==> src/hw/rtl/deq_pkg.sv <==
`timescale 1ns / 1ps
// ----------------------------------------------------------------------------
// deq_pkg
// Shared types and constants of the double-ended queue: operation codes,
// field widths and the command bundle from the controller to the datapath.
// ----------------------------------------------------------------------------
package deq_pkg;

   localparam int DEQ_DEPTH_DEFAULT = 16;

   localparam int VALUE_WIDTH   = 32;
   localparam int KIND_WIDTH    = 2;
   localparam int ENTRIES_WIDTH = 5;

   typedef enum logic [KIND_WIDTH-1:0] {
      KIND_PUSH_FRONT = 2'd0,
      KIND_PUSH_REAR  = 2'd1,
      KIND_POP_FRONT  = 2'd2,
      KIND_POP_REAR   = 2'd3
   } kind_type;

   // Command from the controller: load strobes the operation into the
   // datapath at the edge where the request transfer completes.
   typedef struct packed {
      logic load;
   } deq_cmd_type;

endpackage

==> src/hw/rtl/deq_channels_if.sv <==
`timescale 1ns / 1ps
// ----------------------------------------------------------------------------
// deq_req_if / deq_rsp_if
// Valid/ready channels of the double-ended queue: the operation request and
// the result of that operation.
// ----------------------------------------------------------------------------
interface deq_req_if
   import deq_pkg::*;
   ();
   logic                          valid;
   logic                          ready;
   logic [KIND_WIDTH-1:0]         kind;
   logic signed [VALUE_WIDTH-1:0] push_value;

   modport source (output valid, output kind, output push_value, input ready);
   modport sink   (input valid, input kind, input push_value, output ready);
endinterface

interface deq_rsp_if
   import deq_pkg::*;
   ();
   logic                          valid;
   logic                          ready;
   logic signed [VALUE_WIDTH-1:0] pop_value;
   logic                          was_empty;
   logic                          was_full;
   logic                          now_empty;
   logic [ENTRIES_WIDTH-1:0]      entries;

   modport source (output valid, output pop_value, output was_empty, output was_full,
                   output now_empty, output entries, input ready);
   modport sink   (input valid, input pop_value, input was_empty, input was_full,
                   input now_empty, input entries, output ready);
endinterface

==> src/hw/rtl/deq_controller.sv <==
`timescale 1ns / 1ps
// ----------------------------------------------------------------------------
// deq_controller
// Two-state handshake sequencer: takes one request, then holds the result
// until the result transfer completes.
// ----------------------------------------------------------------------------
module deq_controller
   import deq_pkg::*;
(
   input  logic        clock,
   input  logic        reset,
   input  logic        req_valid,
   output logic        req_ready,
   output logic        rsp_valid,
   input  logic        rsp_ready,
   output deq_cmd_type cmd
);

   typedef enum logic [1:0] {
      ST_IDLE = 2'b01,
      ST_SEND = 2'b10
   } state_type;

   state_type state_ff;
   state_type state_in;

   assign req_ready = (state_ff == ST_IDLE);
   assign rsp_valid = (state_ff == ST_SEND);
   assign cmd.load  = req_valid && req_ready;

   always_comb begin
      state_in = state_ff;
      unique case (state_ff)
         ST_IDLE: begin
            if (req_valid) state_in = ST_SEND;
         end
         ST_SEND: begin
            if (rsp_ready) state_in = ST_IDLE;
         end
         default: state_in = ST_IDLE;
      endcase
   end

   always_ff @(posedge clock) begin
      if (reset) begin
         state_ff <= ST_IDLE;
      end else begin
         state_ff <= state_in;
      end
   end

endmodule

==> src/hw/rtl/deq_datapath.sv <==
`timescale 1ns / 1ps
// ----------------------------------------------------------------------------
// deq_datapath
// Ring store with front and rear indices and a fill count. At most one slot
// access per operation; the popped value comes out of the registered read port.
// ----------------------------------------------------------------------------
module deq_datapath
   import deq_pkg::*;
#(
   parameter int DEPTH = DEQ_DEPTH_DEFAULT
) (
   input  logic                          clock,
   input  logic                          reset,
   input  deq_cmd_type                   cmd,
   input  logic [KIND_WIDTH-1:0]         kind,
   input  logic signed [VALUE_WIDTH-1:0] push_value,
   output logic signed [VALUE_WIDTH-1:0] pop_value,
   output logic                          was_empty,
   output logic                          was_full,
   output logic                          now_empty,
   output logic [ENTRIES_WIDTH-1:0]      entries
);

   localparam int IW = (DEPTH > 1) ? $clog2(DEPTH) : 1;
   localparam int CW = $clog2(DEPTH + 1);
   localparam logic [IW-1:0] LAST_INDEX = IW'(DEPTH - 1);
   localparam logic [CW-1:0] FULL_COUNT = CW'(DEPTH);

   logic [VALUE_WIDTH-1:0] mem [DEPTH];

   logic [IW-1:0]          front_ff, front_in;
   logic [IW-1:0]          rear_ff, rear_in;
   logic [CW-1:0]          count_ff, count_in;
   logic [VALUE_WIDTH-1:0] rdata_ff;
   logic                   pop_ok_ff;
   logic                   was_empty_ff;
   logic                   was_full_ff;

   logic                   is_full;
   logic                   is_empty;
   logic [IW-1:0]          front_dec, front_inc, rear_dec, rear_inc;
   logic [IW-1:0]          addr;
   logic                   wr_en;
   logic                   rd_en;
   logic                   refuse_push;
   logic                   refuse_pop;

   assign is_full  = (count_ff == FULL_COUNT);
   assign is_empty = (count_ff == '0);

   assign front_inc = (front_ff == LAST_INDEX) ? '0 : front_ff + 1'b1;
   assign front_dec = (front_ff == '0) ? LAST_INDEX : front_ff - 1'b1;
   assign rear_inc  = (rear_ff == LAST_INDEX) ? '0 : rear_ff + 1'b1;
   assign rear_dec  = (rear_ff == '0) ? LAST_INDEX : rear_ff - 1'b1;

   always_comb begin
      front_in    = front_ff;
      rear_in     = rear_ff;
      count_in    = count_ff;
      addr        = front_ff;
      wr_en       = 1'b0;
      rd_en       = 1'b0;
      refuse_push = 1'b0;
      refuse_pop  = 1'b0;
      unique case (kind_type'(kind))
         KIND_PUSH_FRONT: begin
            addr = front_dec;
            if (is_full) begin
               refuse_push = 1'b1;
            end else begin
               wr_en    = cmd.load;
               front_in = front_dec;
               count_in = count_ff + 1'b1;
            end
         end
         KIND_PUSH_REAR: begin
            addr = rear_ff;
            if (is_full) begin
               refuse_push = 1'b1;
            end else begin
               wr_en    = cmd.load;
               rear_in  = rear_inc;
               count_in = count_ff + 1'b1;
            end
         end
         KIND_POP_FRONT: begin
            addr = front_ff;
            if (is_empty) begin
               refuse_pop = 1'b1;
            end else begin
               rd_en    = cmd.load;
               front_in = front_inc;
               count_in = count_ff - 1'b1;
            end
         end
         KIND_POP_REAR: begin
            addr = rear_dec;
            if (is_empty) begin
               refuse_pop = 1'b1;
            end else begin
               rd_en    = cmd.load;
               rear_in  = rear_dec;
               count_in = count_ff - 1'b1;
            end
         end
         default: begin
            addr = front_ff;
         end
      endcase
   end

   always_ff @(posedge clock) begin
      if (wr_en) mem[addr] <= push_value;
      if (rd_en) rdata_ff <= mem[addr];
   end

   always_ff @(posedge clock) begin
      if (reset) begin
         front_ff     <= '0;
         rear_ff      <= '0;
         count_ff     <= '0;
         pop_ok_ff    <= 1'b0;
         was_empty_ff <= 1'b0;
         was_full_ff  <= 1'b0;
      end else if (cmd.load) begin
         front_ff     <= front_in;
         rear_ff      <= rear_in;
         count_ff     <= count_in;
         pop_ok_ff    <= rd_en;
         was_empty_ff <= refuse_pop;
         was_full_ff  <= refuse_push;
      end
   end

   // The read register only changes on a successful pop, so it is masked
   // for pushes and refused pops.
   assign pop_value = pop_ok_ff ? rdata_ff : '0;
   assign was_empty = was_empty_ff;
   assign was_full  = was_full_ff;
   assign now_empty = (count_ff == '0);
   assign entries   = ENTRIES_WIDTH'(count_ff);

endmodule

==> src/hw/rtl/double_ended_queue_top.sv <==
`timescale 1ns / 1ps
// ----------------------------------------------------------------------------
// double_ended_queue_top
// Double-ended queue of signed 32-bit values in a ring of DEPTH slots, with
// push and pop at either end and one result per operation.
// ----------------------------------------------------------------------------
//  Channel    Dir   Payload                                          Handshake
//  req_chan   in    kind, push_value                                 valid/ready
//  rsp_chan   out   pop_value, was_empty, was_full, now_empty, entries valid/ready
//
//  For each operation, the request transfer performs the slot access and index
//  update, and the result is offered from the next cycle. The controller
//  alternates between taking a request and offering its single held result.
//  A new request is taken only after the previous result transfer.
//  Synchronous reset empties the queue; slot contents are not cleared.
//  While the result is stalled the block holds it and takes no request.
// ----------------------------------------------------------------------------
module double_ended_queue_top
   import deq_pkg::*;
#(
   parameter int DEPTH = DEQ_DEPTH_DEFAULT
) (
   input logic       clock,
   input logic       reset,
   deq_req_if.sink   req_chan,
   deq_rsp_if.source rsp_chan
);

   deq_cmd_type cmd;

   deq_controller u_ctrl (
      .clock     (clock),
      .reset     (reset),
      .req_valid (req_chan.valid),
      .req_ready (req_chan.ready),
      .rsp_valid (rsp_chan.valid),
      .rsp_ready (rsp_chan.ready),
      .cmd       (cmd)
   );

   deq_datapath #(
      .DEPTH (DEPTH)
   ) u_dp (
      .clock      (clock),
      .reset      (reset),
      .cmd        (cmd),
      .kind       (req_chan.kind),
      .push_value (req_chan.push_value),
      .pop_value  (rsp_chan.pop_value),
      .was_empty  (rsp_chan.was_empty),
      .was_full   (rsp_chan.was_full),
      .now_empty  (rsp_chan.now_empty),
      .entries    (rsp_chan.entries)
   );

   // A request is never taken while a result is still on offer.
   a_no_overlap: assert property (@(posedge clock) disable iff (reset)
      !(rsp_chan.valid && req_chan.ready))
      else $error("request taken while result pending");

   // Every request transfer is followed by a result in the next cycle.
   a_result_follows: assert property (@(posedge clock) disable iff (reset)
      (req_chan.valid && req_chan.ready) |=> rsp_chan.valid)
      else $error("no result after request transfer");

   // One operation cannot be both a refused push and a refused pop.
   a_flags_exclusive: assert property (@(posedge clock) disable iff (reset)
      rsp_chan.valid |-> !(rsp_chan.was_empty && rsp_chan.was_full))
      else $error("both refusal flags set");

   // A refused pop leaves the queue empty and returns zero.
   a_empty_pop: assert property (@(posedge clock) disable iff (reset)
      (rsp_chan.valid && rsp_chan.was_empty) |-> (rsp_chan.now_empty &&
      rsp_chan.pop_value == '0))
      else $error("refused pop with entries or nonzero value");

endmodule

==> src/flat_wrapper.sv <==
// flat-port wrapper written by rule: the top's interface ports become plain ports
module double_ended_queue_top_flat import deq_pkg::*;
#(
   parameter int DEPTH = DEQ_DEPTH_DEFAULT
)
  (clock, reset, req_chan_valid, req_chan_kind, req_chan_push_value, req_chan_ready, rsp_chan_valid, rsp_chan_pop_value, rsp_chan_was_empty, rsp_chan_was_full, rsp_chan_now_empty, rsp_chan_entries, rsp_chan_ready);
  deq_req_if req_chan_i ();
  deq_rsp_if rsp_chan_i ();
  input logic clock;
  input logic reset;
  input wire logic [$bits(req_chan_i.valid)-1:0] req_chan_valid;
  input wire logic [$bits(req_chan_i.kind)-1:0] req_chan_kind;
  input wire logic [$bits(req_chan_i.push_value)-1:0] req_chan_push_value;
  output wire logic [$bits(req_chan_i.ready)-1:0] req_chan_ready;
  output wire logic [$bits(rsp_chan_i.valid)-1:0] rsp_chan_valid;
  output wire logic [$bits(rsp_chan_i.pop_value)-1:0] rsp_chan_pop_value;
  output wire logic [$bits(rsp_chan_i.was_empty)-1:0] rsp_chan_was_empty;
  output wire logic [$bits(rsp_chan_i.was_full)-1:0] rsp_chan_was_full;
  output wire logic [$bits(rsp_chan_i.now_empty)-1:0] rsp_chan_now_empty;
  output wire logic [$bits(rsp_chan_i.entries)-1:0] rsp_chan_entries;
  input wire logic [$bits(rsp_chan_i.ready)-1:0] rsp_chan_ready;
  assign req_chan_i.valid = req_chan_valid;
  assign req_chan_i.kind = req_chan_kind;
  assign req_chan_i.push_value = req_chan_push_value;
  assign req_chan_ready = req_chan_i.ready;
  assign rsp_chan_valid = rsp_chan_i.valid;
  assign rsp_chan_pop_value = rsp_chan_i.pop_value;
  assign rsp_chan_was_empty = rsp_chan_i.was_empty;
  assign rsp_chan_was_full = rsp_chan_i.was_full;
  assign rsp_chan_now_empty = rsp_chan_i.now_empty;
  assign rsp_chan_entries = rsp_chan_i.entries;
  assign rsp_chan_i.ready = rsp_chan_ready;
  double_ended_queue_top #(.DEPTH(DEPTH)) u_core (.clock(clock), .reset(reset), .req_chan(req_chan_i), .rsp_chan(rsp_chan_i));
endmodule
==> config.mk <==
export PLATFORM = sky130hd
export DESIGN_NAME = double_ended_queue_top_flat
export DESIGN_NICKNAME = d
export VERILOG_FILES = /design/src/hw/rtl/deq_pkg.sv /design/src/hw/rtl/deq_channels_if.sv /design/src/hw/rtl/deq_controller.sv /design/src/hw/rtl/deq_datapath.sv /design/src/hw/rtl/double_ended_queue_top.sv /design/src/flat_wrapper.sv
export SDC_FILE = /design/constraint.sdc
export NUM_CORES = 1
export LEC_CHECK = 0
export BUFFER_PORTS_ARGS = -buffer_cell sky130_fd_sc_hd__buf_4
export CAP_MARGIN = 10
export CORE_MARGIN = 2
export CORE_UTILIZATION = 65
export DETAILED_ROUTE_END_ITERATION = 12
export PLACE_DENSITY = 0.94
export SYNTH_ARGS = -nofsm -noshare
export SYNTH_HDL_FRONTEND = slang
export SYNTH_SLANG_ARGS = --single-unit
==> constraint.sdc <==
create_clock -name clock -period 8.2 [get_ports clock]
set_input_delay 1.64 -clock clock [delete_from_list [all_inputs] [get_ports clock]]
set_output_delay 1.64 -clock clock [all_outputs]
set_load 0.01 [all_outputs]
==> flow_summary.json, run 1 <==
{
  "synth_adder_area_share": 0.00473,
  "globalRouteTotalUtil": 0.283,
  "tightestPinTransition_ps": 1310,
  "initial_cell_density_of_the_core": 0.659,
  "detailroute.via_count": 12800,
  "max_cap_viol_count": 0,
  "mappedNetlistNets": 1432,
  "worst_path_max_delay_cell": "mux4_4",
  "vias_in_the_first_global_route": 13000,
  "post_synth_mux_area_share": 0.125,
  "synth_commonest_cells": "edfxtp_1 (544), nand2_1 (144), mux2i_1 (131)",
  "globalplace.congestion": 0.809,
  "path_cells": "buf_4 -> inv_2 -> mux4_4 -> buf_4 -> mux2_1 -> o211ai_1 -> nand4_1",
  "root_buffer": "clkbuf_16",
  "synth-async-reset-ratio": 0,
  "post-route-min-period_ps": 4530,
  "synth_simple_gate_area_frac": 0.0544,
  "hpwlAfterDp_microns": 26000,
  "pin_count": 80,
  "reg2reg_from": "u_core.u_dp.front_ff[0]",
  "worstPathRequired_ps": 8500,
  "synthCells": 1386,
  "post_synthesis_xor_xnor_area_fraction": 0.00462,
  "synth_compound_area_frac": 0.0563,
  "worst_setup_path_startpoint": "req_chan_kind[0]",
  "final.setup_skew_ps": 15.1,
  "floorplan.rows": 68,
  "cts_resized": 0,
  "syn-mean-instance-area_sq_um": 16.4,
  "final.period_utilization": 0.552,
  "yosysTopAreaCellShare": 0.718,
  "synth_seq_cells": 562,
  "dieHeight_microns": 191,
  "grt_start_max_net_pins": 261,
  "crit_top_cell": "buf_4",
  "die_w_microns": 191,
  "report.final.hold_viol_count": 0,
  "power.density_nw_per_um2": 259,
  "rsz0062_at_grt": "false",
  "detail_route.vias_per_cell": 6.56,
  "route.detailed.drc": 0,
  "arrival_ps": 4830,
  "buffer_depth_of_the_longest_clock_path": 3,
  "tritoncts": "yes",
  "ir_drop_mv": 0.172,
  "dieArea_sq_um": 36500,
  "synthMostInstantiatedCell": "edfxtp_1",
  "worst_hold_startpoint": "u_core.u_dp.was_empty",
  "setup_viol_count_final": 0,
  "critPathMaxFanout": 64,
  "layout.filler_cells": 1855,
  "syn_area_sq_um": 22800,
  "post_drt_wl_per_cell_microns": 26.2,
  "worst_setup_hold_path_clk_slew_ps": 60,
  "postRouteAntennaNets": 0,
  "run_status": "complete, no violations",
  "port_buffers": 79,
  "timing.critical_path.max_delay_family": "multiplexers",
  "fmaxAchievable_ghz": 0.221,
  "leak_nw": 8.66,
  "drt-initial-drc-count": 1442,
  "cts.sinks": 562,
  "maxSlewViolCount": 0,
  "dr.pass1.iters": 6,
  "synthDominantAreaCellType": "edfxtp_1",
  "critPathMaxStageDelay_ps": 1120,
  "timing.critical_path.from_type": "input pin",
  "cp_class": "in -> reg",
  "global_route_wire_length_before_repair_microns": 76600,
  "postCtsHoldBufs": 0,
  "grt_antenna_before_repair": 1,
  "relSlewSlack": 0.125,
  "post-layout-total-power_w": 0.00663,
  "layout-area-overhead-vs-synth_pct": 12.4,
  "critical_path.n_buffers_inverters": 3,
  "main_combinational_cell_family_by_area_after_synthesis": "multiplexers",
  "drive_gt1_frac": 0.163,
  "endpoint_kind": "flip-flop",
  "global_route.overflow_total": 0,
  "synth_enable_flop_cells": 544,
  "yosys-top-cells-area": "edfxtp_1 (72%), mux2i_1 (5.8%), o211ai_1 (4.2%), mux2_1 (4.2%), nand2_1 (2.4%)",
  "yosysWarnings": 0,
  "ys_seq_area_frac": 0.734,
  "cts_setup_buffers": 0,
  "cts.htree.levels": 2,
  "design.final.nets": 1497,
  "yosysUniqueCellTypes": 48,
  "route.final.wire_length_microns": 51100,
  "core_area_sq_um": 34500,
  "cts_made_buffers": 52,
  "postSynth.topFlopCell": "edfxtp_1",
  "clkLatencyLatePin_ps": 580,
  "tns_ps": 0,
  "min_path_type": "reg -> reg"
}
worst reg2reg max path: cells and delay by family (launching register included):
kind / cells / cell delay, ps
AOI/OAI and AO/OA: 1 / 220
muxes: 2 / 1480
and+or+nand+nor: 1 / 140
DFF: 1 / 500
buffers and inverters: 3 / 1240
adders and majority gates: 1 / 370
through the flow:
| stage | setup slack, ps | util | area, sq um | hold WS, ps | std cells |
|---|---|---|---|---|---|
| 2_1_floorplan | 3150 | - | 22800 | 476 | 1386 |
| 3_3_place_gp | 3270 | 0.688 | 23800 | 445 | 1850 |
| 3_5_place_dp | 3120 | 0.688 | 23800 | 462 | 1850 |
| 4_1_cts | 3710 | 0.739 | 25500 | 505 | 1948 |
| 5_1_grt | 3520 | 0.740 | 25600 | 552 | 1950 |
| 6_report | 3670 | 0.741 | 25600 | 494 | 1951 |
cell type report:
type,count,area [sq um],area share
well taps,455,569,0.0223
flip-flops and latches,562,16700,0.653
repair buffers,94,756,0.0295
inverters,11,41.3,0.00161
diodes,1,2.50,0.0000978
clock buffers,59,1350,0.0527
clock inverters,39,408,0.0159
multi-input cells,730,5760,0.225
placed cells by master, fill, tap and decap left out, types with 11 or more instances in the layout:
cell type	count
clkinv_1	12
nand2_1	144
nor2_4	20
a21oi_1	19
o211ai_1	128
mux2_4	17
and2_1	34
nand4_1	33
buf_4	90
clkinv_2	11
mux2i_1	131
clkbuf_16	53
edfxtp_1	544
mux2_2	28
mux2_1	84
nor2_1	18
dfxtp_1	18
state kept, by name, summed over array words and instances (netlist names):
| register | cells |
|---|---|
| u_core.u_ctrl.state_ff | 2 |
| u_core.u_dp.entries | 5 |
| u_core.u_dp.front_ff | 4 |
| u_core.u_dp.mem | 512 |
| u_core.u_dp.pop_ok_ff | 1 |
| u_core.u_dp.rdata_ff | 32 |
| u_core.u_dp.rear_ff | 4 |
| u_core.u_dp.was_empty | 1 |
| u_core.u_dp.was_full | 1 |
routing by layer:
layer / part of all wire / global-route usage / up-vias
li1: - / - / 5511
met1: 0.38 / 0.373 / 6419
met2: 0.50 / 0.474 / 738
met3: 0.080 / 0.0466 / 131
met4: 0.032 / 0.113 / 0
met5: 0 / 0 / -
worst paths after layout:
kind                                            endpoint  slack (ps)  cells past startpoint
worst max-delay path            u_core.u_dp.rdata_ff[18]        3670                      7
worst min-delay path               u_core.u_dp.was_empty         490                      2
worst min register to register     u_core.u_dp.was_empty         490                      2
worst max register to register  u_core.u_dp.rdata_ff[18]        3990                      8
kinds of logic (layout without fill, tap and decap cells):
logic type | Yosys count | count (layout)
DFF | 562 | 562
and+or+nand+nor | 271 | 271
muxes | 261 | 261
AOI/OAI and AO/OA | 178 | 178
buffers and inverters | 94 | 203
xor gates and xnor gates | 12 | 12
adders and majority gates | 8 | 8
other | 0 | 1
where the power goes:
group | switching (W) | leakage (nW) | internal, W | total [W]
logic | 0.000541 | 2.75 | 0.000335 | 0.000876
clock network | 0.00106 | 0.861 | 0.00144 | 0.00250
registers | 0.0000321 | 5.05 | 0.00323 | 0.00326
total | 0.00163 | 8.66 | 0.00500 | 0.00663
(Power assumes the default switching activity.)
==> run 2, diff against run 1 <==
--- a/config.mk
+++ b/config.mk
@@ -8,9 +8,9 @@
 export BUFFER_PORTS_ARGS = -buffer_cell sky130_fd_sc_hd__buf_4
 export CAP_MARGIN = 10
 export CORE_MARGIN = 2
-export CORE_UTILIZATION = 65
+export CORE_UTILIZATION = 56
 export DETAILED_ROUTE_END_ITERATION = 12
-export PLACE_DENSITY = 0.94
+export PLACE_DENSITY = 0.87
 export SYNTH_ARGS = -nofsm -noshare
 export SYNTH_HDL_FRONTEND = slang
 export SYNTH_SLANG_ARGS = --single-unit
==> constraint.sdc (replaced) <==
create_clock -name clock -period 4 [get_ports clock]
set_input_delay 0.8 -clock clock [delete_from_list [all_inputs] [get_ports clock]]
set_output_delay 0.8 -clock clock [all_outputs]
set_load 0.01 [all_outputs]
==> run 2 against run 1 <==
Sequential share of layout area decreased by 1.1 points. Clock skew up 7.5 ps. Power increased by 100%. Register-to-register slack lost 3300 ps. Critical path type is now reg -> reg. Die area increased by 16%. Combinational power up 110%. Clock power rose by 98%. Worst hold slack worse by 32 ps. Worst setup slack got worse by 3000 ps. Via count down 2.8%.
==> flow_summary.json, run 2 (synthesis gave the netlist of run 1 again) <==
{
  "run_status": "complete, no violations",
  "worst_path_max_delay_cell": "mux4_4",
  "arrival_ps": 3610,
  "vias_in_the_first_global_route": 12400,
  "drive_gt1_frac": 0.174,
  "tritoncts": "yes",
  "globalRouteTotalUtil": 0.234,
  "initial_cell_density_of_the_core": 0.570,
  "leak_nw": 8.80,
  "relSlewSlack": 0.135,
  "grt_start_max_net_pins": 135,
  "cts_setup_buffers": 0,
  "comb_power_share": 0.136,
  "pin_count": 80,
  "globalplace.congestion": 0.761,
  "max_cap_viol_count": 0,
  "grt_antenna_before_repair": 1,
  "largest_reg_flops": 512,
  "tns_ps": 0,
  "endpoint_kind": "flip-flop",
  "worst-r2r-setup-slack_ps": 710,
  "hold_depth": 2,
  "dr.pass1.iters": 5,
  "design.final.nets": 1522,
  "timing.hold.ws_ps": 462,
  "path_cells": "inv_1 -> ha_1 -> inv_1 -> mux4_4 -> buf_12 -> buf_4 -> mux2_1 -> o211ai_1 -> nand4_1",
  "dieArea_sq_um": 42300,
  "drt-initial-drc-count": 1307,
  "pwr-share-seq": 0.497,
  "die_w_microns": 206,
  "root_buffer": "clkbuf_16",
  "tightestPinTransition_ps": 1290,
  "power_frac_clock": 0.367,
  "detail_route.vias_per_cell": 6.09,
  "power.net_switching_w": 0.00330,
  "power.density_nw_per_um2": 517,
  "critPathMaxStageDelay_ps": 790,
  "final.period_utilization": 0.821,
  "proportion_of_total_power_due_to_net_switching": 0.246,
  "hpwlAfterDp_microns": 25400,
  "r2r_cells": 9,
  "global_route_wire_length_before_repair_microns": 73300,
  "global_route.overflow_total": 0,
  "cts_resized": 0,
  "worst_setup_hold_path_clk_slew_ps": 60,
  "post_drt_wl_per_cell_microns": 23.7,
  "maxSlewViolCount": 0,
  "critPathMaxFanout": 28,
  "detailroute.via_count": 12400,
  "route.detailed.drc": 0,
  "core_area_sq_um": 39900,
  "cts.htree.levels": 2,
  "worstPathRequired_ps": 4330,
  "min_path_type": "reg -> reg",
  "crit_top_cell": "inv_1",
  "cts_made_buffers": 54,
  "timing.critical_path.from_type": "flip-flop",
  "report.final.hold_viol_count": 0,
  "postRouteAntennaNets": 0,
  "setup_viol_count_final": 0,
  "cts.sinks": 562,
  "fmaxAchievable_ghz": 0.304,
  "buffer_depth_of_the_longest_clock_path": 3,
  "layout.cells.most_common_list": "edfxtp_1 (544), nand2_1 (144), mux2i_1 (131)",
  "port_buffers": 79,
  "finish.utilization": 0.652,
  "route.final.wire_length_microns": 48500,
  "post-route-min-period_ps": 3290,
  "clkLatencyLatePin_ps": 610,
  "place_ws_ps": 620,
  "post-layout-total-power_w": 0.0135,
  "ir_drop_mv": 0.359,
  "cp_class": "reg -> reg",
  "power_report.internal_total_w": 0.0101,
  "layout_setup_ws_ps": 714,
  "registers.top_by_ff_count": "u_core.u_dp.mem",
  "dieHeight_microns": 206,
  "layout.cells.most_common": "edfxtp_1",
  "layout-area-overhead-vs-synth_pct": 14.3,
  "rsz0062_at_grt": "false",
  "postCtsHoldBufs": 0,
  "final.setup_skew_ps": 22.6,
  "floorplan.rows": 73
}
-- run 2: path summary, 6_finish.rpt --
check                                               end                    start
worst max-delay path            u_core.u_dp.rdata_ff[2]  u_core.u_dp.front_ff[0]
worst min-delay path              u_core.u_dp.was_empty    u_core.u_dp.was_empty
worst max register to register  u_core.u_dp.rdata_ff[2]  u_core.u_dp.front_ff[0]
worst min register to register    u_core.u_dp.was_empty    u_core.u_dp.was_empty
-- run 2: layout make-up --
class | instances | area [sq um]
flip-flops and latches | 562 | 16700
fillers | 2543 | 13900
multi-input cells | 730 | 5770
clock buffers | 66 | 1420
repair buffers | 117 | 1130
well taps | 525 | 657
clock inverters | 32 | 302
inverters | 11 | 41.3
diodes | 1 | 2.50
-- run 2: metal layers --
metal | vias up | wire length [microns] | global-route usage
met5 | - | 0 | 0
met4 | 0 | 1710 | 0.0946
li1 | 5561 | - | -
met2 | 490 | 24100 | 0.387
met3 | 125 | 3130 | 0.0423
met1 | 6266 | 19600 | 0.310
-- run 2: power by group through the flow --
| stage | registers (W) | logic (W) | clock network [W] |
|---|---|---|---|
| after floorplan | 0.00678 | 0.00128 | 0 |
| after global placement | 0.00680 | 0.00175 | 0 |
| after detailed placement | 0.00680 | 0.00181 | 0 |
| after CTS | 0.00668 | 0.00183 | 0.00499 |
| after global routing | 0.00669 | 0.00197 | 0.00522 |
| final | 0.00668 | 0.00183 | 0.00494 |
-- run 2: metrics by stage --
stage / instances / instance area [sq um]
floorplan: 1386 / 22800
global placement: 1945 / 24300
detailed placement: 1945 / 24300
CTS: 2043 / 26000
global route: 2044 / 26000
finish: 2044 / 26000
-- run 2: critical path: cells and delay by family, from the launching register on --
family | cells | cell delay (ps)
muxes | 2 | 1130
buffers and inverters | 4 | 690
DFF | 1 | 490
and+or+nand+nor | 1 | 130
AOI/OAI and AO/OA | 1 | 210
adders and majority gates | 1 | 360
